--- src/hw/rtl/mlpf_pkg.sv ---
// mlpf_pkg: sizes, transaction types, state codes and arithmetic helpers
// for the mlp forward pass / squared-error block
// no dependencies; used by every file under hw/rtl
package mlpf_pkg;

   // network shape
   localparam int INPUT_COUNT   = 8;
   localparam int LAYER_WIDTH   = 8;
   localparam int HIDDEN_LAYERS = 2;

   // derived sizes
   localparam int MAX_FANIN   = (INPUT_COUNT > LAYER_WIDTH) ? INPUT_COUNT : LAYER_WIDTH;
   localparam int CNT_W       = $clog2(MAX_FANIN + 1);
   localparam int BUF_IDX_W   = (INPUT_COUNT > 1) ? $clog2(INPUT_COUNT) : 1;
   localparam int BUF_DEPTH   = 2 * (2 ** BUF_IDX_W);
   localparam int ACT_DEPTH   = (HIDDEN_LAYERS * LAYER_WIDTH > 1) ?
                                HIDDEN_LAYERS * LAYER_WIDTH : 2;
   localparam int ACT_ADDR_W  = $clog2(ACT_DEPTH);
   localparam int LAYER_W     = (HIDDEN_LAYERS > 0) ? $clog2(HIDDEN_LAYERS + 1) : 1;
   localparam int PROD_W      = 48;
   localparam int ACC_W       = PROD_W + CNT_W;

   localparam logic [CNT_W-1:0]      IN_COUNT_C = CNT_W'(INPUT_COUNT);
   localparam logic [CNT_W-1:0]      IN_LAST    = CNT_W'(INPUT_COUNT - 1);
   localparam logic [CNT_W-1:0]      HID_LAST   = CNT_W'(LAYER_WIDTH - 1);
   localparam logic [LAYER_W-1:0]    OUT_LAYER  = LAYER_W'(HIDDEN_LAYERS);
   localparam logic [ACT_ADDR_W-1:0] ACT_STRIDE = ACT_ADDR_W'(LAYER_WIDTH);

   // weight pattern position (index mod 5) steps
   localparam logic [2:0] COL_STEP     = 3'(LAYER_WIDTH % 5);
   localparam logic [2:0] IN_OFF_STEP  = 3'((INPUT_COUNT * LAYER_WIDTH) % 5);
   localparam logic [2:0] HID_OFF_STEP = 3'((LAYER_WIDTH * LAYER_WIDTH) % 5);

   localparam logic [32:0] SQ_LIMIT = 33'd3037000499;
   localparam logic [62:0] SQ_MAX   = {63{1'b1}};

   typedef struct packed {
      logic signed [15:0] x_element;
      logic               last_element;
   } req_type;

   typedef struct packed {
      logic signed [31:0] target_value;
      logic signed [31:0] predicted_value;
      logic [62:0]        squared_error;
      logic               length_error;
   } rsp_type;

   // one closed vector handed from front to back
   typedef struct packed {
      logic signed [31:0] target;
      logic [CNT_W-1:0]   count;
      logic               length_error;
      logic               bank;
   } job_type;

   typedef struct packed {
      logic    valid;
      job_type job;
   } job_msg_type;

   typedef struct packed {
      logic                 en;
      logic [BUF_IDX_W:0]   addr;
      logic signed [15:0]   data;
   } buf_wr_type;

   typedef enum logic [2:0] {
      BK_IDLE,
      BK_RUN,
      BK_DRAIN,
      BK_DIFF,
      BK_SQUARE,
      BK_DONE
   } back_state_type;

   function automatic logic [2:0] add_mod5(input logic [2:0] a, input logic [2:0] b);
      logic [3:0] s;
      s = {1'b0, a} + {1'b0, b};
      if (s >= 4'd5) begin
         s = s - 4'd5;
      end
      return s[2:0];
   endfunction

   // pattern -0.2,-0.1,0,0.1,0.2 in q1.15
   function automatic logic signed [15:0] weight_of(input logic [2:0] r);
      logic signed [15:0] w;
      case (r)
         3'd0:    w = -16'sd6554;
         3'd1:    w = -16'sd3277;
         3'd2:    w = 16'sd0;
         3'd3:    w = 16'sd3277;
         3'd4:    w = 16'sd6554;
         default: w = 16'sd0;
      endcase
      return w;
   endfunction

   function automatic logic signed [31:0] sat32(input logic signed [32:0] v);
      logic signed [31:0] r;
      if (v[32] != v[31]) begin
         r = v[32] ? 32'sh8000_0000 : 32'sh7fff_ffff;
      end else begin
         r = v[31:0];
      end
      return r;
   endfunction

   // round half up to q16.16 (floor shift by 15) and saturate
   function automatic logic signed [31:0] round_sat(input logic signed [ACC_W-1:0] acc);
      logic signed [ACC_W:0] v;
      logic signed [ACC_W:0] q;
      logic signed [31:0]    r;
      v = {acc[ACC_W-1], acc} + (ACC_W+1)'(16384);
      q = v >>> 15;
      if ((&q[ACC_W:31]) || !(|q[ACC_W:31])) begin
         r = q[31:0];
      end else begin
         r = q[ACC_W] ? 32'sh8000_0000 : 32'sh7fff_ffff;
      end
      return r;
   endfunction

endpackage

--- src/hw/rtl/mlpf_back.sv ---
// mlpf_back: forward pass on one pipelined mac unit, then error and square,
// holds the input buffer, activation memory and result register
// depends on mlpf_pkg
module mlpf_back (
   input  logic                  clock,
   input  logic                  reset,
   input  mlpf_pkg::job_msg_type head,
   output logic                  pop,
   input  mlpf_pkg::buf_wr_type  buf_wr,
   output logic                  rsp_valid,
   input  logic                  rsp_ready,
   output mlpf_pkg::rsp_type     rsp_data
);

   localparam int AW  = mlpf_pkg::ACT_ADDR_W;
   localparam int CW  = mlpf_pkg::CNT_W;
   localparam int LW  = mlpf_pkg::LAYER_W;
   localparam int ACW = mlpf_pkg::ACC_W;
   localparam int PW  = mlpf_pkg::PROD_W;

   mlpf_pkg::back_state_type state_ff, state_in;

   // sequencer
   logic [LW-1:0] layer_ff, layer_in;
   logic [CW-1:0] j_ff, j_in;
   logic [CW-1:0] k_ff, k_in;
   logic [2:0]    res_off_ff, res_off_in;
   logic [2:0]    res_k_ff, res_k_in;
   logic [2:0]    res_ff, res_in;
   logic [AW-1:0] rd_base_ff, rd_base_in;
   logic [AW-1:0] wr_base_ff, wr_base_in;

   // memories
   logic signed [15:0] in_buf [mlpf_pkg::BUF_DEPTH];
   logic signed [31:0] act_mem [mlpf_pkg::ACT_DEPTH];
   logic signed [15:0] buf_rd_ff;
   logic signed [31:0] act_rd_ff;

   // mac pipeline
   logic               s1_valid_ff, s1_first_ff, s1_last_ff, s1_src_in_ff, s1_zero_ff;
   logic               s1_out_ff;
   logic signed [15:0] s1_weight_ff;
   logic [AW-1:0]      s1_wa_ff;
   logic               s2_valid_ff, s2_first_ff, s2_last_ff, s2_out_ff;
   logic signed [PW-1:0] s2_prod_ff;
   logic [AW-1:0]      s2_wa_ff;
   logic signed [ACW-1:0] acc_ff, acc_in;
   logic               s3_valid_ff, s3_out_ff;
   logic [AW-1:0]      s3_wa_ff;

   // loss
   logic signed [31:0] pred_ff;
   logic [31:0]        mag_ff;
   logic               lim_ff;
   logic [62:0]        sq_ff;

   logic               rsp_valid_ff, rsp_valid_in;
   mlpf_pkg::rsp_type  rsp_data_ff;

   // control
   logic          issue, start, advance, do_diff, do_square, load;
   logic          pipe_empty, out_free, is_out_layer;
   logic          j_end, k_end;
   logic [CW-1:0] n_in_last, n_out_last;
   logic [2:0]    col_step, off_step, res_k_next, off_next;

   logic signed [31:0]   operand;
   logic signed [PW-1:0] prod;
   logic signed [31:0]   rnd;
   logic signed [32:0]   diff;
   logic [32:0]          mag;
   logic [63:0]          sq_full;

   assign is_out_layer = layer_ff == mlpf_pkg::OUT_LAYER;
   assign n_in_last    = (layer_ff == '0) ? mlpf_pkg::IN_LAST : mlpf_pkg::HID_LAST;
   assign n_out_last   = is_out_layer ? '0 : mlpf_pkg::HID_LAST;
   assign col_step     = is_out_layer ? 3'd1 : mlpf_pkg::COL_STEP;
   assign off_step     = (layer_ff == '0) ? mlpf_pkg::IN_OFF_STEP : mlpf_pkg::HID_OFF_STEP;
   assign j_end        = j_ff == n_in_last;
   assign k_end        = k_ff == n_out_last;
   assign pipe_empty   = !s1_valid_ff && !s2_valid_ff && !s3_valid_ff;
   assign out_free     = !rsp_valid_ff || rsp_ready;

   // next state
   always_comb begin
      state_in = state_ff;
      case (state_ff)
         mlpf_pkg::BK_IDLE: begin
            if (head.valid) state_in = mlpf_pkg::BK_RUN;
         end
         mlpf_pkg::BK_RUN: begin
            if (j_end && k_end) state_in = mlpf_pkg::BK_DRAIN;
         end
         mlpf_pkg::BK_DRAIN: begin
            if (pipe_empty) begin
               state_in = is_out_layer ? mlpf_pkg::BK_DIFF : mlpf_pkg::BK_RUN;
            end
         end
         mlpf_pkg::BK_DIFF:   state_in = mlpf_pkg::BK_SQUARE;
         mlpf_pkg::BK_SQUARE: state_in = mlpf_pkg::BK_DONE;
         mlpf_pkg::BK_DONE: begin
            if (out_free) state_in = mlpf_pkg::BK_IDLE;
         end
         default: state_in = mlpf_pkg::BK_IDLE;
      endcase
   end

   // state outputs
   always_comb begin
      issue     = 1'b0;
      start     = 1'b0;
      advance   = 1'b0;
      do_diff   = 1'b0;
      do_square = 1'b0;
      load      = 1'b0;
      case (state_ff)
         mlpf_pkg::BK_IDLE:   start     = head.valid;
         mlpf_pkg::BK_RUN:    issue     = 1'b1;
         mlpf_pkg::BK_DRAIN:  advance   = pipe_empty && !is_out_layer;
         mlpf_pkg::BK_DIFF:   do_diff   = 1'b1;
         mlpf_pkg::BK_SQUARE: do_square = 1'b1;
         mlpf_pkg::BK_DONE:   load      = out_free;
         default: ;
      endcase
   end

   assign pop = load;

   // sequencer counters, weight position kept mod 5
   always_comb begin
      layer_in   = layer_ff;
      j_in       = j_ff;
      k_in       = k_ff;
      res_off_in = res_off_ff;
      res_k_in   = res_k_ff;
      res_in     = res_ff;
      rd_base_in = rd_base_ff;
      wr_base_in = wr_base_ff;
      res_k_next = mlpf_pkg::add_mod5(res_k_ff, 3'd1);
      off_next   = mlpf_pkg::add_mod5(res_off_ff, off_step);
      if (start) begin
         layer_in   = '0;
         j_in       = '0;
         k_in       = '0;
         res_off_in = 3'd0;
         res_k_in   = 3'd0;
         res_in     = 3'd0;
         rd_base_in = '0;
         wr_base_in = '0;
      end
      if (issue) begin
         if (j_end) begin
            j_in = '0;
            if (!k_end) begin
               k_in     = k_ff + 1'b1;
               res_k_in = res_k_next;
               res_in   = res_k_next;
            end
         end else begin
            j_in   = j_ff + 1'b1;
            res_in = mlpf_pkg::add_mod5(res_ff, col_step);
         end
      end
      if (advance) begin
         layer_in   = layer_ff + 1'b1;
         j_in       = '0;
         k_in       = '0;
         res_off_in = off_next;
         res_k_in   = off_next;
         res_in     = off_next;
         rd_base_in = wr_base_ff;
         wr_base_in = wr_base_ff + mlpf_pkg::ACT_STRIDE;
      end
   end

   // memories
   always_ff @(posedge clock) begin
      if (buf_wr.en) begin
         in_buf[buf_wr.addr] <= buf_wr.data;
      end
      buf_rd_ff <= in_buf[{head.job.bank, j_ff[mlpf_pkg::BUF_IDX_W-1:0]}];
   end

   assign rnd = mlpf_pkg::round_sat(acc_ff);

   always_ff @(posedge clock) begin
      if (s3_valid_ff && !s3_out_ff) begin
         act_mem[s3_wa_ff] <= rnd;
      end
      act_rd_ff <= act_mem[rd_base_ff + AW'(j_ff)];
   end

   // mac datapath
   always_comb begin
      if (s1_zero_ff) begin
         operand = '0;
      end else if (s1_src_in_ff) begin
         operand = {{12{buf_rd_ff[15]}}, buf_rd_ff, 4'b0000};
      end else begin
         operand = act_rd_ff;
      end
      prod   = operand * s1_weight_ff;
      acc_in = s2_first_ff ? {{(ACW-PW){s2_prod_ff[PW-1]}}, s2_prod_ff}
                           : acc_ff + {{(ACW-PW){s2_prod_ff[PW-1]}}, s2_prod_ff};
      diff    = {head.job.target[31], head.job.target} - {pred_ff[31], pred_ff};
      mag     = diff[32] ? 33'(-diff) : 33'(diff);
      sq_full = {32'b0, mag_ff} * {32'b0, mag_ff};
   end

   always_ff @(posedge clock) begin
      s1_first_ff  <= j_ff == '0;
      s1_last_ff   <= j_end;
      s1_src_in_ff <= layer_ff == '0;
      s1_zero_ff   <= (layer_ff == '0) && (j_ff >= head.job.count);
      s1_weight_ff <= mlpf_pkg::weight_of(res_ff);
      s1_out_ff    <= is_out_layer;
      s1_wa_ff     <= wr_base_ff + AW'(k_ff);
      s2_first_ff  <= s1_first_ff;
      s2_last_ff   <= s1_last_ff;
      s2_out_ff    <= s1_out_ff;
      s2_wa_ff     <= s1_wa_ff;
      s2_prod_ff   <= prod;
      if (s2_valid_ff) begin
         acc_ff <= acc_in;
      end
      s3_out_ff <= s2_out_ff;
      s3_wa_ff  <= s2_wa_ff;
      if (s3_valid_ff && s3_out_ff) begin
         pred_ff <= rnd;
      end
      if (do_diff) begin
         mag_ff <= mag[31:0];
         lim_ff <= mag > mlpf_pkg::SQ_LIMIT;
      end
      if (do_square) begin
         sq_ff <= lim_ff ? mlpf_pkg::SQ_MAX : sq_full[62:0];
      end
      if (load) begin
         rsp_data_ff.target_value    <= head.job.target;
         rsp_data_ff.predicted_value <= pred_ff;
         rsp_data_ff.squared_error   <= sq_ff;
         rsp_data_ff.length_error    <= head.job.length_error;
      end
   end

   assign rsp_valid_in = load ? 1'b1 : (rsp_ready ? 1'b0 : rsp_valid_ff);

   always_ff @(posedge clock) begin
      if (reset) begin
         state_ff     <= mlpf_pkg::BK_IDLE;
         layer_ff     <= '0;
         j_ff         <= '0;
         k_ff         <= '0;
         res_off_ff   <= 3'd0;
         res_k_ff     <= 3'd0;
         res_ff       <= 3'd0;
         rd_base_ff   <= '0;
         wr_base_ff   <= '0;
         s1_valid_ff  <= 1'b0;
         s2_valid_ff  <= 1'b0;
         s3_valid_ff  <= 1'b0;
         rsp_valid_ff <= 1'b0;
      end else begin
         state_ff     <= state_in;
         layer_ff     <= layer_in;
         j_ff         <= j_in;
         k_ff         <= k_in;
         res_off_ff   <= res_off_in;
         res_k_ff     <= res_k_in;
         res_ff       <= res_in;
         rd_base_ff   <= rd_base_in;
         wr_base_ff   <= wr_base_in;
         s1_valid_ff  <= issue;
         s2_valid_ff  <= s1_valid_ff;
         s3_valid_ff  <= s2_valid_ff && s2_last_ff;
         rsp_valid_ff <= rsp_valid_in;
      end
   end

   assign rsp_valid = rsp_valid_ff;
   assign rsp_data  = rsp_data_ff;

endmodule

--- config.mk ---
export PLATFORM = sky130hd
export DESIGN_NAME = mlpf_back
export DESIGN_NICKNAME = d
export VERILOG_FILES = /design/src/hw/rtl/mlpf_pkg.sv /design/src/hw/rtl/mlpf_back.sv
export SDC_FILE = /design/constraint.sdc
export NUM_CORES = 2
export LEC_CHECK = 0
export BUFFER_PORTS_ARGS = -buffer_cell sky130_fd_sc_hd__buf_4
export CAP_MARGIN = 30
export CORE_MARGIN = 2
export CORE_UTILIZATION = 45
export DETAILED_ROUTE_END_ITERATION = 10
export PLACE_DENSITY = 0.63
export RECOVER_POWER = 25
export SYNTH_ARGS = -nofsm -noshare
export SYNTH_HDL_FRONTEND = slang
export SYNTH_SLANG_ARGS = --single-unit
--- constraint.sdc ---
create_clock -name clock -period 29.6 [get_ports clock]
set_clock_uncertainty 0.2 [all_clocks]
set_input_delay 5.92 -clock clock [delete_from_list [all_inputs] [get_ports clock]]
set_output_delay 5.92 -clock clock [all_outputs]
set_load 0.01 [all_outputs]
==> flow_summary.json <==
{
  "status": "finished, violations left",
  "failed_checks": "max-capacitance violations, max-slew violations",
  "synthMostInstantiatedCell": "inv_1",
  "clock_tree_sinks": 1227,
  "arrival_ns": 7.01,
  "design.core.area_um2": 210000,
  "r2r.worst_path.cells": 26,
  "layout-drive-gt1-share": 0.103,
  "ctsHoldBuffers": 0,
  "finalWorstPathRequiredPeriod_ns": 13.13,
  "gr-total-overflow": 0,
  "grt_setup_unrepaired": "false",
  "number_of_synthesized_flops_with_an_enable_pin": 1076,
  "worst_skew_pair_later_pin_latency_ns": 0.78,
  "worstSetupStartpoint": "rsp_ready",
  "clock_buffer_count_from_cts": 135,
  "layout.nets": 9859,
  "worst_setup_hold_path_clk_slew_ns": 0.05,
  "io_pins": 193,
  "cpPeakStageDelay_ns": 0.58,
  "synth_warnings": 0,
  "largest_net_degree_at_the_start_of_global_routing": 140,
  "critical_path.startpoint_type": "primary input",
  "synth_top_cells_by_count": "1643 x inv_1, 1282 x fa_1, 1076 x edfxtp_1",
  "port_buffers": 192,
  "dp_hpwl_um": 175000,
  "grt_util_all_layers": 0.223,
  "hold_viol_final": 0,
  "route.detailed.vias_per_inst": 5.29,
  "postSynthAreaPerCell_um2": 12.2,
  "cts_tree": "yes",
  "regToRegSetupSlack_ns": 18.55,
  "synthesis.area_um2": 95000,
  "tightest_slew_ns": 3.45,
  "timing.setup.critical_path_class": "in -> out",
  "grt_pass1_wl_um": 366000,
  "final_core_util": 0.499,
  "drt-initial-drc-count": 4131,
  "async_flop_share": 0,
  "synthesized_net_count": 9647,
  "worstSetupEndpoint": "pop",
  "critical_path.top_delay_family": "simple AND/OR/NAND/NOR gates",
  "antenna_found_initial": 4,
  "crit_path_depth": 4,
  "r2r_end": "s2_prod_ff[47]",
  "timing_max_transition_violations_final": 732,
  "timing.critical_path.slowest_stage_cell": "nor2b_4",
  "timing.final.setup_violations": 0,
  "cts-root-buf": "clkbuf_16",
  "ctsHtreeMaxLevel": 4,
  "mapped_cells": 7797,
  "fp.dieW_um": 464,
  "drt-pass1-iter-count": 6,
  "synth.top_cells.by_area": "edfxtp_1 34%, fa_1 27%, ha_1 6.6%, inv_1 6.5%, mux4_2 5.7%",
  "maximum_capacitance_violations": 20,
  "chip_height_um": 464,
  "top_cell_type_by_total_area_after_synthesis": "edfxtp_1",
  "max_freq_mhz": 76.2,
  "unique_masters_post_synth": 95,
  "first_global_vias": 62720,
  "std_cell_rows": 168,
  "routed_wirelength_um": 236000,
  "wl_per_cell_um": 21.6,
  "finalSetupTns_ns": 0,
  "critical_path.max_fanout": 4,
  "ctsResizeCount": 0,
  "cts_buffer_depth": 3,
  "yosys_register_bits": 1227,
  "synth-seq-area-share": 0.372,
  "timing.max_slew.rel_slack": -1.30,
  "initial_core_utilization": 0.453,
  "timing.critical_path.required_ns": 23.48,
  "min-delay-path-class": "reg -> reg",
  "tcrit_tclk_final": 0.444,
  "path_common_cell": "buf_4",
  "crit_path_end_kind": "output port",
  "routed-via-count": 57779,
  "die_area_um2": 215000,
  "synthToLayoutAreaGrowth_pct": 10.2,
  "ant_nets": 0,
  "synthDominantCellAreaShare": 0.340,
  "timing.critical_path.cells": "buf_4, nand2b_1, nor2b_4, buf_4",
  "gp_congestion": 0.904,
  "final.fill_count": 18495,
  "yosys_most_used_dff": "edfxtp_1",
  "worst-path-buf-inv": 2,
  "drcViolationCount": 0,
  "post_cts_buffers": 0,
  "crit-reg2reg-launch": "s1_src_in_ff"
}
## kinds of logic (layout without fill, tap and decap cells)
group	count (synthesis)	in the layout	synth area share
buffers and inverters	1898	2219	0.0751
adders and majority gates	1787	1787	0.337
and+or+nand+nor	1575	1575	0.0796
DFF	1227	1227	0.372
AOI/OAI and AO/OA	753	753	0.0502
xor gates and xnor gates	285	285	0.0265
muxes	272	272	0.0603
other	0	3	0
## how the worst min path moves through the flow
stage	slack, ns	cells after the start	end	start
2_1_floorplan	0.11	0	s2_first_ff	s1_first_ff
3_3_place_gp	0.11	0	s2_first_ff	s1_first_ff
3_5_place_dp	0.11	0	s2_wa_ff[1]	s1_wa_ff[1]
4_1_cts	0.13	0	s3_wa_ff[0]	s2_wa_ff[0]
5_1_grt	0.13	0	s3_out_ff	s2_out_ff
6_report	0.12	0	s3_out_ff	s2_out_ff
## cell type report
cell class                      instances  area, um2  area share
Inverter                             1648       6190      0.0591
Clock inverter                         67        729     0.00697
Multi-Input combinational cell       4672      52700       0.504
Clock buffer                          179       3700      0.0353
Tap cell                             2805       3510      0.0335
Sequential cell                      1227      35300       0.338
Timing Repair Buffer                  325       2470      0.0236
Antenna cell                            3       7.51   0.0000717
## cell usage in the layout (no fill, tap or decap), types with 55 or more instances in the layout
cell type  count
a21o_1       109
a21oi_1      249
and2_1       274
buf_4        291
clkbuf_16    137
dfxtp_1      149
edfxtp_1    1076
fa_1        1282
ha_1         505
inv_1       1642
mux4_2       240
nand2_1      586
nand2b_1      68
nand3_1       69
nor2_1       307
nor3_1        55
o21ai_0      157
xnor2_1      171
xor2_1       112
## layer usage
metal / global-route usage / share of wire
met1: 0.277 / 0.39
met2: 0.390 / 0.51
met3: 0.0287 / 0.052
met4: 0.0996 / 0.049
met5: 0 / 0
## metrics by stage
step           hold slack [ns]  std cells  setup slack (ns)  cell area, um2
3_3_place_gp             0.113      10657             16.39          100000
4_1_cts                  0.125      10918             16.38          105000
3_5_place_dp             0.112      10672             16.38          100000
6_report                 0.125      10926             16.47          105000
2_1_floorplan            0.110       7797             11.65           95000
5_1_grt                  0.131      10923             16.34          105000
## flip-flops by register name (all words and copies together) (netlist names), 2 cells and up
signal	count
s2_prod_ff	48
act_rd_ff	32
res_ff	3
act_mem	512
k_ff	4
buf_rd_ff	16
j_ff	4
layer_ff	2
res_k_ff	3
state_ff	3
rsp_data	128
pred_ff	32
s2_wa_ff	4
s1_weight_ff	6
s1_wa_ff	4
s3_wa_ff	4
acc_ff	52
mag_ff	32
res_off_ff	3
sq_ff	63
in_buf	256
Power is left out: the tool's default activity adds up to more than one toggle a clock period on the data nets, which glitch-free logic cannot reach.
