File: config.mk
export PLATFORM = sky130hd
export DESIGN_NAME = mlpf_queue
export DESIGN_NICKNAME = d
export VERILOG_FILES = /design/src/hw/rtl/mlpf_pkg.sv /design/src/hw/rtl/mlpf_queue.sv
export SDC_FILE = /design/constraint.sdc
export NUM_CORES = 1
export LEC_CHECK = 0
export BUFFER_PORTS_ARGS = -buffer_cell sky130_fd_sc_hd__buf_2
export CORE_MARGIN = 2
export CORE_UTILIZATION = 35
export CTS_CLUSTER_DIAMETER = 50
export CTS_CLUSTER_SIZE = 10
export DETAILED_ROUTE_END_ITERATION = 6
export GPL_TIMING_DRIVEN = 0
export PLACE_DENSITY = 0.63
export SLEW_MARGIN = 20
export SYNTH_ARGS = -nofsm -noshare
export SYNTH_HDL_FRONTEND = slang
export SYNTH_SLANG_ARGS = --single-unit
File: constraint.sdc
create_clock -name clock -period 3.1 [get_ports clock]
set_input_delay 0.155 -clock clock [delete_from_list [all_inputs] [get_ports clock]]
set_output_delay 0.155 -clock clock [all_outputs]
set_load 0.05 [all_outputs]
File: src/hw/rtl/mlpf_pkg.sv
// mlpf_pkg: sizes, transaction types, state codes and arithmetic helpers
// for the mlp forward pass / squared-error block
// no dependencies; used by every file under hw/rtl
package mlpf_pkg;

   // network shape
   localparam int INPUT_COUNT   = 8;
   localparam int LAYER_WIDTH   = 8;
   localparam int HIDDEN_LAYERS = 2;

   // derived sizes
   localparam int MAX_FANIN   = (INPUT_COUNT > LAYER_WIDTH) ? INPUT_COUNT : LAYER_WIDTH;
   localparam int CNT_W       = $clog2(MAX_FANIN + 1);
   localparam int BUF_IDX_W   = (INPUT_COUNT > 1) ? $clog2(INPUT_COUNT) : 1;
   localparam int BUF_DEPTH   = 2 * (2 ** BUF_IDX_W);
   localparam int ACT_DEPTH   = (HIDDEN_LAYERS * LAYER_WIDTH > 1) ?
                                HIDDEN_LAYERS * LAYER_WIDTH : 2;
   localparam int ACT_ADDR_W  = $clog2(ACT_DEPTH);
   localparam int LAYER_W     = (HIDDEN_LAYERS > 0) ? $clog2(HIDDEN_LAYERS + 1) : 1;
   localparam int PROD_W      = 48;
   localparam int ACC_W       = PROD_W + CNT_W;

   localparam logic [CNT_W-1:0]      IN_COUNT_C = CNT_W'(INPUT_COUNT);
   localparam logic [CNT_W-1:0]      IN_LAST    = CNT_W'(INPUT_COUNT - 1);
   localparam logic [CNT_W-1:0]      HID_LAST   = CNT_W'(LAYER_WIDTH - 1);
   localparam logic [LAYER_W-1:0]    OUT_LAYER  = LAYER_W'(HIDDEN_LAYERS);
   localparam logic [ACT_ADDR_W-1:0] ACT_STRIDE = ACT_ADDR_W'(LAYER_WIDTH);

   // weight pattern position (index mod 5) steps
   localparam logic [2:0] COL_STEP     = 3'(LAYER_WIDTH % 5);
   localparam logic [2:0] IN_OFF_STEP  = 3'((INPUT_COUNT * LAYER_WIDTH) % 5);
   localparam logic [2:0] HID_OFF_STEP = 3'((LAYER_WIDTH * LAYER_WIDTH) % 5);

   localparam logic [32:0] SQ_LIMIT = 33'd3037000499;
   localparam logic [62:0] SQ_MAX   = {63{1'b1}};

   typedef struct packed {
      logic signed [15:0] x_element;
      logic               last_element;
   } req_type;

   typedef struct packed {
      logic signed [31:0] target_value;
      logic signed [31:0] predicted_value;
      logic [62:0]        squared_error;
      logic               length_error;
   } rsp_type;

   // one closed vector handed from front to back
   typedef struct packed {
      logic signed [31:0] target;
      logic [CNT_W-1:0]   count;
      logic               length_error;
      logic               bank;
   } job_type;

   typedef struct packed {
      logic    valid;
      job_type job;
   } job_msg_type;

   typedef struct packed {
      logic                 en;
      logic [BUF_IDX_W:0]   addr;
      logic signed [15:0]   data;
   } buf_wr_type;

   typedef enum logic [2:0] {
      BK_IDLE,
      BK_RUN,
      BK_DRAIN,
      BK_DIFF,
      BK_SQUARE,
      BK_DONE
   } back_state_type;

   function automatic logic [2:0] add_mod5(input logic [2:0] a, input logic [2:0] b);
      logic [3:0] s;
      s = {1'b0, a} + {1'b0, b};
      if (s >= 4'd5) begin
         s = s - 4'd5;
      end
      return s[2:0];
   endfunction

   // pattern -0.2,-0.1,0,0.1,0.2 in q1.15
   function automatic logic signed [15:0] weight_of(input logic [2:0] r);
      logic signed [15:0] w;
      case (r)
         3'd0:    w = -16'sd6554;
         3'd1:    w = -16'sd3277;
         3'd2:    w = 16'sd0;
         3'd3:    w = 16'sd3277;
         3'd4:    w = 16'sd6554;
         default: w = 16'sd0;
      endcase
      return w;
   endfunction

   function automatic logic signed [31:0] sat32(input logic signed [32:0] v);
      logic signed [31:0] r;
      if (v[32] != v[31]) begin
         r = v[32] ? 32'sh8000_0000 : 32'sh7fff_ffff;
      end else begin
         r = v[31:0];
      end
      return r;
   endfunction

   // round half up to q16.16 (floor shift by 15) and saturate
   function automatic logic signed [31:0] round_sat(input logic signed [ACC_W-1:0] acc);
      logic signed [ACC_W:0] v;
      logic signed [ACC_W:0] q;
      logic signed [31:0]    r;
      v = {acc[ACC_W-1], acc} + (ACC_W+1)'(16384);
      q = v >>> 15;
      if ((&q[ACC_W:31]) || !(|q[ACC_W:31])) begin
         r = q[31:0];
      end else begin
         r = q[ACC_W] ? 32'sh8000_0000 : 32'sh7fff_ffff;
      end
      return r;
   endfunction

endpackage

File: src/hw/rtl/mlpf_queue.sv
// mlpf_queue: two-entry job queue between front and back
// depends on mlpf_pkg
module mlpf_queue (
   input  logic                  clock,
   input  logic                  reset,
   input  mlpf_pkg::job_msg_type push,
   input  logic                  pop,
   output logic                  full,
   output mlpf_pkg::job_msg_type head
);

   mlpf_pkg::job_type entry_ff [2];
   logic              wr_ptr_ff, wr_ptr_in;
   logic              rd_ptr_ff, rd_ptr_in;
   logic [1:0]        count_ff, count_in;
   logic              do_pop;

   assign full   = count_ff == 2'd2;
   assign do_pop = pop && (count_ff != 2'd0);

   always_comb begin
      wr_ptr_in = push.valid ? !wr_ptr_ff : wr_ptr_ff;
      rd_ptr_in = do_pop ? !rd_ptr_ff : rd_ptr_ff;
      count_in  = count_ff + {1'b0, push.valid} - {1'b0, do_pop};
      head.valid = count_ff != 2'd0;
      head.job   = entry_ff[rd_ptr_ff];
   end

   always_ff @(posedge clock) begin
      if (push.valid) begin
         entry_ff[wr_ptr_ff] <= push.job;
      end
   end

   always_ff @(posedge clock) begin
      if (reset) begin
         wr_ptr_ff <= 1'b0;
         rd_ptr_ff <= 1'b0;
         count_ff  <= 2'd0;
      end else begin
         wr_ptr_ff <= wr_ptr_in;
         rd_ptr_ff <= rd_ptr_in;
         count_ff  <= count_in;
      end
   end

endmodule

==> results.py, run 1 <==
metrics = {
    "drt": {
        "ant_nets": 0,
        "wirelength_mm": 5.081,
        "drt-initial-drc-count": 45,
        "dr.pass1.iters": 3,
        "vias": 1658,
        "drcViolationCount": 0,
        "wire_per_inst_um": 13.37,
        "vias_per_cell": 4.363,
    },
    "place": {
        "place_area_um2": 3656,
        "dpl.cell_count": 332,
        "place_congestion": 0.6916,
        "io_buffers": 81,
        "dp_hpwl_mm": 3.362,
    },
    "pwr": {
        "combPwrFrac_pct": 34.9,
        "switching_share_pct": 34.93,
        "seqPwrFrac_pct": 44.0,
        "p_int_mw": 1.947,
        "p_sw_mw": 1.045,
        "irDropWorstVdd_uv": 388.7,
        "power_frac_clock_pct": 21.1,
        "leakagePower_nw": 1.621,
        "power_density_nw_per_um2": 723.3,
    },
    "layout": {
        "syn_to_final_growth_pct": 34.92,
        "final_nets": 311,
        "fillers": 759,
        "fin_area_um2": 4138,
        "drive_above_1_share_pct": 52.57,
        "antenna_cells": 0,
        "instances_no_fill": 380,
    },
    "die": {
        "rows": 34,
        "start_util_pct": 35.69,
        "fp.dieH_um": 97.61,
        "die_w_um": 97.61,
        "core_um2": 8593,
        "io-pin-count": 82,
        "die-area_um2": 9527,
    },
    "clock_tree": {
        "cts_max_level": 3,
        "cts_resized": 0,
        "post-cts-setup-buffers": 0,
        "cts.clk_slew.worst_paths_ns": 0.07,
        "cts_tree": "done",
        "clock_sinks": 81,
        "clockBufferDepth": 2,
        "cts_buffers": 9,
        "root_buffer": "clkbuf_8",
        "insertion_delay_ns": 0.33,
    },
    "global_route": {
        "grt_remaining_overflow": 0,
        "grt_antenna_before_repair": 0,
        "track_usage_pct": 10.79,
        "first_global_vias": 1721,
        "grt_max_degree": 28,
        "grt_pass1_wl_mm": 7.900,
    },
    "worst_setup_path": {
        "cpMostUsedCell": "buf_6",
        "critPathKind": "reg2out",
        "worst_ep_required_time_ns": 2.94,
        "cp-end-kind": "output port",
        "crit_family": "buffers and inverters",
        "arrival_ns": 1.56,
        "path_cells": "buf_6 -> buf_6 -> mux2_4 -> buf_2",
        "slowest_stage": "dfxtp_1",
        "crit_buf_inv": 3,
        "cp_max_fo": 10,
        "start_kind": "register",
        "slowest_delay_ns": 0.34,
        "reg2reg_slack_ns": 1.69,
    },
    "synth": {
        "syn_inst": 141,
        "seq_area_frac_synth_pct": 77.68,
        "synthesis.nets": 185,
        "synthDistinctLibCells": 15,
        "yosys_warnings": 0,
        "avgSynthCellArea_um2": 21.75,
        "synth_seq_cells": 81,
        "synth_area_um2": 3067,
    },
    "sta": {
        "fin_setup_tns_ns": 0,
        "drv_slew": 0,
        "period_share_pct": 55.40,
        "layout_min_cycle_time_ns": 1.717,
        "fin_skew_ns": 0.007510,
        "hold_viol_final": 0,
        "setup_viol": 0,
        "rsz0062_at_grt": "false",
        "worst_slew_pin_slew_ns": 0.4724,
        "slew_headroom_pct": 68.44,
        "fmax_ghz": 0.5823,
        "holdWs_ns": 0.02046,
    },
    "status": {
        "outcome": "completed",
    },
    "worst_hold_path": {
        "holdCritPathClass": "in2reg",
    },
    "flow_run": {
        "maxCapViolCount": 0,
    },
}
-- registers in the layout (all words and copies together), names as in the netlist, named ones only --
signal and cells:
entry_ff 76, rd_ptr_ff 1, wr_ptr_ff 1, count_ff 2
-- what timing repair did --
action                                  CTS  global route
hold buffers                             31             1
hold endpoints to repair                 61             1
endpoints found under the setup margin    0             0
-- cell families (layout without fill, tap and decap cells) --
family                     after synthesis  in the layout  synth area share (%)
and+or+nand+nor                          9              9                 1.591
DFF                                     81             81                 77.68
muxes                                   40             40                 17.14
buffers and inverters                    6            137                 1.509
AOI/OAI and AO/OA                        1              1                0.2449
xor gates and xnor gates                 2              2                 1.020
adders and majority gates                2              2                0.8159
-- final timing paths --
path / start / to / cells after the start
setup / recovery: register / head[30] / 4
hold / removal: push[32] / entry_ff[0][32] / 1
setup reg to reg: count_ff[1] / count_ff[1] / 6
hold reg to reg: wr_ptr_ff / wr_ptr_ff / 2
-- worst register-to-register path: cells and delay by family, from the launching register on --
| kind | cells | cell delay, ns |
|---|---|---|
| adder cells (fa/ha/maj) | 2 | 0.46 |
| flip-flops | 1 | 0.34 |
| AND/OR/NAND/NOR | 1 | 0.04 |
| buffers and inverters | 1 | 0.04 |
| XOR/XNOR | 1 | 0.20 |
| AO/OA/AOI/OAI | 1 | 0.23 |
-- layer usage --
metal | GRT usage [%] | share of wire (%)
met1 | 12.54 | 43
met3 | 3.525 | 5.9
met4 | 4.594 | 1.0
met2 | 18.30 | 50
met5 | 0 | 0
-- metrics by stage --
stage / util, % / setup slack [ns] / total power, mW
5_1_grt: 48.15 / 1.298 / 3.129
4_1_cts: 48.03 / 1.341 / 3.033
3_5_place_dp: 42.55 / 1.693 / 2.366
6_report: 48.15 / 1.383 / 2.993
3_3_place_gp: 41.98 / -0.3755 / 2.350
2_1_floorplan: - / 0.6310 / 2.163
-- cells in the final DEF, fill, tap and decap left out --
cell type,instances
nor2b_4,1
clkinv_4,1
clkbuf_8,9
o21a_1,1
clkinv_1,3
buf_6,3
inv_1,2
buf_12,2
dfxtp_1,5
edfxtp_1,76
or2_2,1
clkinv_2,2
buf_2,82
ha_1,2
nor2_1,3
and2_2,1
nor2b_1,3
clkinvlp_4,1
mux2_2,20
xnor3_1,1
mux2_4,20
dlygate4sd3_1,32
xnor2_1,1
-- power groups by stage --
stage	clock network (mW)	registers [mW]	logic [mW]
floorplan	0	1.34	0.826
global placement	0	1.34	1.01
detailed placement	0	1.34	1.02
CTS	0.656	1.32	1.06
global route	0.706	1.33	1.10
finish	0.631	1.32	1.05
-- cell usage after synthesis --
library cell   n  area share [%]
nor2_1         3            0.37
xnor2_1        1            0.29
xnor3_1        1            0.73
buf_6          3             1.1
buf_2          1            0.16
o21a_1         1            0.24
dfxtp_1        5             3.3
ha_1           2            0.82
nor2b_1        4            0.82
edfxtp_1      76              74
mux2_4        20             9.8
or2_2          1            0.20
mux2_2        20             7.3
inv_1          2            0.24
and2_1         1            0.20
-- layout make-up --
| type | count | area (um^2) | area share (%) |
|---|---|---|---|
| multi-input cells | 54 | 646.9 | 15.63 |
| flip-flops and latches | 81 | 2382 | 57.57 |
| inverters | 2 | 7.507 | 0.1814 |
| repair buffers | 115 | 765.7 | 18.51 |
| clock buffers | 9 | 123.9 | 2.994 |
| clock inverters | 7 | 37.54 | 0.9072 |
| plain buffers | 4 | 38.79 | 0.9374 |
| well taps | 108 | 135.1 | 3.266 |
Power figures use the tool's default switching activity.
==> run 2, diff against run 1 <==
- clock period: 3.1 -> 1.7 ns (I/O delays scaled with it)
==> results.py, run 2 (same netlist as run 1, synthesis figures left out) <==
metrics = {
    "status": {
        "outcome": "completed",
    },
    "flow_run": {
        "maxCapViolCount": 0,
    },
    "drt": {
        "drcViolationCount": 0,
        "wire_per_inst_um": 14.10,
        "drt-initial-drc-count": 44,
        "wirelength_mm": 5.514,
        "dr.pass1.iters": 4,
        "vias": 1713,
        "vias_per_cell": 4.381,
        "ant_nets": 0,
    },
    "worst_setup_path": {
        "cp_max_fo": 7,
        "cp-end-kind": "output port",
        "worst_ep_required_time_ns": 1.62,
        "rr_endpoint": "entry_ff[1][2]",
        "crit_buf_inv": 3,
        "slowest_delay_ns": 0.35,
        "rr_worst_depth": 2,
        "reg2reg_slack_ns": 0.23,
        "arrival_ns": 1.54,
        "critPathKind": "reg2out",
        "start_kind": "register",
        "slowest_stage": "dfxtp_1",
        "r2r-start": "wr_ptr_ff",
        "path_cells": "buf_6 -> buf_4 -> mux2_2 -> buf_2",
        "crit_family": "buffers and inverters",
    },
    "global_route": {
        "grt_max_degree": 21,
        "grt_remaining_overflow": 0,
        "first_global_vias": 1833,
        "grt_antenna_before_repair": 0,
        "grt_pass1_wl_mm": 8.694,
        "track_usage_pct": 11.86,
    },
    "layout": {
        "drive_above_1_share_pct": 53.00,
        "reg_top3": "entry_ff: 76 flops, count_ff: 2 flops",
        "syn_to_final_growth_pct": 40.43,
        "final_cell_mix": "buf_2 (78), edfxtp_1 (76), dlygate4sd3_1 (39), mux2_4 (20), mux2_2 (20)",
        "final_common_cell": "buf_2",
        "final_util_pct": 50.12,
        "seq_area_um2": 2382,
        "multi_input_area_um2": 646.9,
        "antenna_cells": 0,
        "fillers": 754,
        "instances_no_fill": 391,
        "top_register": "entry_ff",
        "final_nets": 322,
        "largest_reg_flops": 76,
    },
    "worst_hold_path": {
        "holdPathStages": 3,
        "holdCritStartpoint": "push[38]",
        "hold_path_end": "wr_ptr_ff",
        "holdCritPathClass": "in2reg",
    },
    "sta": {
        "worst_slew_pin_slew_ns": 0.6601,
        "drv_slew": 0,
        "hold_viol_final": 0,
        "layout_min_cycle_time_ns": 1.626,
        "fmax_ghz": 0.6150,
        "slew_headroom_pct": 55.90,
        "holdWs_ns": 0.02972,
        "fin_setup_tns_ns": 0,
        "setup_viol": 0,
        "period_share_pct": 95.64,
        "fin_skew_ns": 0.006728,
        "rsz0062_at_grt": "true",
    },
    "place": {
        "io_buffers": 81,
        "dp_hpwl_mm": 3.484,
        "dpl.cell_count": 332,
        "place_congestion": 0.6822,
    },
    "die": {
        "die_w_um": 97.61,
        "io-pin-count": 82,
        "core_um2": 8593,
        "start_util_pct": 35.69,
        "die-area_um2": 9527,
        "rows": 34,
        "fp.dieH_um": 97.61,
    },
    "clock_tree": {
        "cts_buffers": 9,
        "clock_sinks": 81,
        "cts.clk_slew.worst_paths_ns": 0.09,
        "cts_max_level": 3,
        "clockBufferDepth": 2,
        "insertion_delay_ns": 0.34,
        "root_buffer": "clkbuf_8",
        "cts_tree": "done",
    },
    "pwr": {
        "power_density_nw_per_um2": 1327,
        "leakagePower_nw": 1.695,
        "irDropWorstVdd_uv": 1067,
    },
}
## run 2: changes by cell type in the layout (fill, tap and decap cells not counted), sizes merged
cell / change
dlygate4sd3: +7
clkbuf: +3
clkinv: -2
inv: +2
buf: +1
## run 2: per-layer routing
metal,share of wire [%],GRT usage (%),vias to the layer above
met1,45,15.14,831
met3,4.4,3.022,2
li1,-,-,822
met5,0,0,-
met4,0.78,5.769,0
met2,49,18.89,58
## run 2: stage by stage
| stage | power, mW | cell area (um^2) | setup slack, ns |
|---|---|---|---|
| after floorplan | 3.944 | 3074 | -0.04142 |
| after global routing | 5.983 | 4307 | -0.01065 |
| after CTS | 5.741 | 4259 | 0.0009881 |
| after detailed placement | 4.338 | 3671 | 0.2179 |
| after global placement | 4.290 | 3615 | -0.6339 |
| final | 5.717 | 4307 | 0.07407 |
## run 2: worst max-delay path by stage
stage	from	to	cells after the start
after floorplan	wr_ptr_ff	entry_ff[1][0]	1
after global placement	wr_ptr_ff	entry_ff[1][21]	1
after detailed placement	wr_ptr_ff	entry_ff[1][25]	2
after CTS	register	head[23]	4
after global routing	register	head[4]	4
final	register	head[4]	4
## run 2: what timing repair did
action	CTS	global route
endpoints found under the setup margin	20	30
hold buffers	39	0
resized for setup	3	5
hold endpoints to repair	79	0
setup buffers	0	4
## run 2: worst reg2reg max path, cell delays in order, from the launching register on
cell     delay [ns]
dfxtp_1        0.41
and2_2         0.52
buf_16         0.23
## run 2: layout make-up
class	instances	share of cell area, %
buffer	4	1.365
clock buffer	9	2.876
clock inverter	7	1.482
inverter	2	0.1743
multi-input combinational	54	15.02
sequential	81	55.32
tap	108	3.138
timing repair buffer	126	20.63
## run 2: report_power, final
group | internal (mW) | switching (mW)
clock network | 0.555 | 0.738
registers | 2.35 | 0.0565
logic | 0.783 | 1.24
==> run 3, diff against run 2 <==
- BUFFER_PORTS_ARGS: -buffer_cell sky130_fd_sc_hd__buf_2 -> -buffer_cell sky130_fd_sc_hd__clkbuf_2
==> results.py, run 3 (same netlist as run 1, synthesis figures left out) <==
metrics = {
    "status": {
        "outcome": "completed",
    },
    "worst_setup_path": {
        "r2r-start": "wr_ptr_ff",
        "cp_max_fo": 10,
        "rr_endpoint": "entry_ff[1][15]",
        "path_cells": "buf_6 -> buf_12 -> mux2_4 -> clkbuf_4",
        "rr_worst_depth": 2,
        "worst_ep_required_time_ns": 1.62,
        "slowest_delay_ns": 0.34,
        "slowest_stage": "dfxtp_1",
        "reg2reg_slack_ns": 0.23,
        "critPathKind": "reg2out",
        "cp-endpoint": "head[31]",
        "cp-end-kind": "output port",
        "start_kind": "register",
        "arrival_ns": 1.53,
    },
    "global_route": {
        "track_usage_pct": 11.90,
        "grt_max_degree": 21,
        "grt_pass1_wl_mm": 8.604,
        "grt_remaining_overflow": 0,
        "first_global_vias": 1765,
        "grt_antenna_before_repair": 0,
    },
    "drt": {
        "dr.pass1.iters": 3,
        "wirelength_mm": 5.285,
        "top_layer": "met4",
        "drcViolationCount": 0,
        "vias": 1708,
        "wl_met2_mm": 2.590,
        "wl_met1_mm": 2.315,
        "vias_per_cell": 4.379,
        "wire_per_inst_um": 13.55,
        "ant_nets": 0,
        "wl_met3_um": 283,
        "drt-initial-drc-count": 57,
    },
    "flow_run": {
        "maxCapViolCount": 0,
    },
    "sta": {
        "hold_viol_final": 0,
        "worst_slew_pin_slew_ns": 0.6323,
        "layout_min_cycle_time_ns": 1.610,
        "slew_headroom_pct": 57.76,
        "drv_slew": 0,
        "period_share_pct": 94.71,
        "fin_setup_tns_ns": 0,
        "fin_skew_ns": 0.008091,
        "rsz0062_at_grt": "false",
        "setup_viol": 0,
        "holdWs_ns": 0.03169,
        "fmax_ghz": 0.6211,
        "layout_setup_ws_ns": 0.08986,
    },
    "worst_hold_path": {
        "holdCritPathClass": "in2reg",
    },
    "layout": {
        "antenna_cells": 0,
        "final_util_pct": 50.39,
        "drive_above_1_share_pct": 52.48,
        "final_nets": 321,
        "top_register": "entry_ff",
        "fillers": 726,
        "reg_top3": "entry_ff: 76 flops, count_ff: 2 flops",
        "final_common_cell": "edfxtp_1",
        "syn_to_final_growth_pct": 41.21,
        "final_cell_mix": "edfxtp_1 (76), clkbuf_2 (55), dlygate4sd3_1 (39), mux2_4 (20), mux2_2 (20)",
        "largest_reg_flops": 76,
    },
    "clock_tree": {
        "cts_buffers": 9,
        "cts_tree": "done",
        "cts_max_level": 3,
        "clock_sinks": 81,
        "cts.clk_slew.worst_paths_ns": 0.09,
        "root_buffer": "clkbuf_8",
        "clockBufferDepth": 2,
        "insertion_delay_ns": 0.35,
    },
    "die": {
        "start_util_pct": 35.69,
        "die_w_um": 97.61,
        "core_um2": 8593,
        "die-area_um2": 9527,
        "rows": 34,
        "fp.dieH_um": 97.61,
        "io-pin-count": 82,
    },
    "place": {
        "io_buffers": 81,
        "place_congestion": 0.6675,
        "dp_hpwl_mm": 3.418,
        "pre_cts_ws_ns": 0.2209,
    },
    "pwr": {
        "leakagePower_nw": 1.701,
        "irDropWorstVdd_uv": 1110,
        "power_density_nw_per_um2": 1317,
    },
}
==> run 3: where the power goes <==
part           switching (mW)  internal [mW]
registers              0.0555           2.35
logic                    1.23          0.814
clock network           0.718          0.537
total                    2.01           3.70
==> run 3: layer usage <==
metal | up-vias | GRT usage, %
met5 | - | 0
met4 | 0 | 5.769
met3 | 8 | 3.813
met2 | 57 | 18.51
met1 | 822 | 15.07
li1 | 821 | -
==> run 3: area by class of cell <==
type | instances | area, um^2 | area share, %
multi-input cells | 54 | 646.9 | 14.94
inverters | 2 | 7.507 | 0.1734
flip-flops and latches | 81 | 2382 | 55.01
plain buffers | 4 | 58.81 | 1.358
clock buffers | 9 | 123.9 | 2.860
well taps | 108 | 135.1 | 3.120
clock inverters | 7 | 52.55 | 1.214
repair buffers | 125 | 923.4 | 21.32
==> run 3: worst min-delay path by stage <==
stage	cells past startpoint	slack [ns]	to	startpoint
after global routing	3	0.04	wr_ptr_ff	push[38]
after detailed placement	1	0.28	entry_ff[0][26]	push[26]
after floorplan	1	0.16	count_ff[0]	reset
after global placement	1	0.27	entry_ff[1][14]	push[14]
after CTS	3	0.02	wr_ptr_ff	push[38]
final	3	0.03	wr_ptr_ff	push[38]
==> run 3: worst max-delay path: cells and delay by family (launching register included) <==
kind	cells	cell delay, ns
buffers and inverters	3	0.53
muxes	1	0.30
DFF	1	0.34
==> run 3: what timing repair did <==
item	in CTS	in global routing
endpoints found under the setup margin	21	30
hold buffers	39	0
endpoints found under the hold margin	79	0
buffers inserted	0	3
resized for setup	21	17
==> run 3: per-stage QoR <==
stage / cells / power (mW) / instance area (um^2)
2_1_floorplan: 141 / 3.944 / 3074
3_3_place_gp: 330 / 4.292 / 3615
3_5_place_dp: 332 / 4.327 / 3671
4_1_cts: 387 / 5.716 / 4292
5_1_grt: 390 / 5.969 / 4330
6_report: 390 / 5.702 / 4330
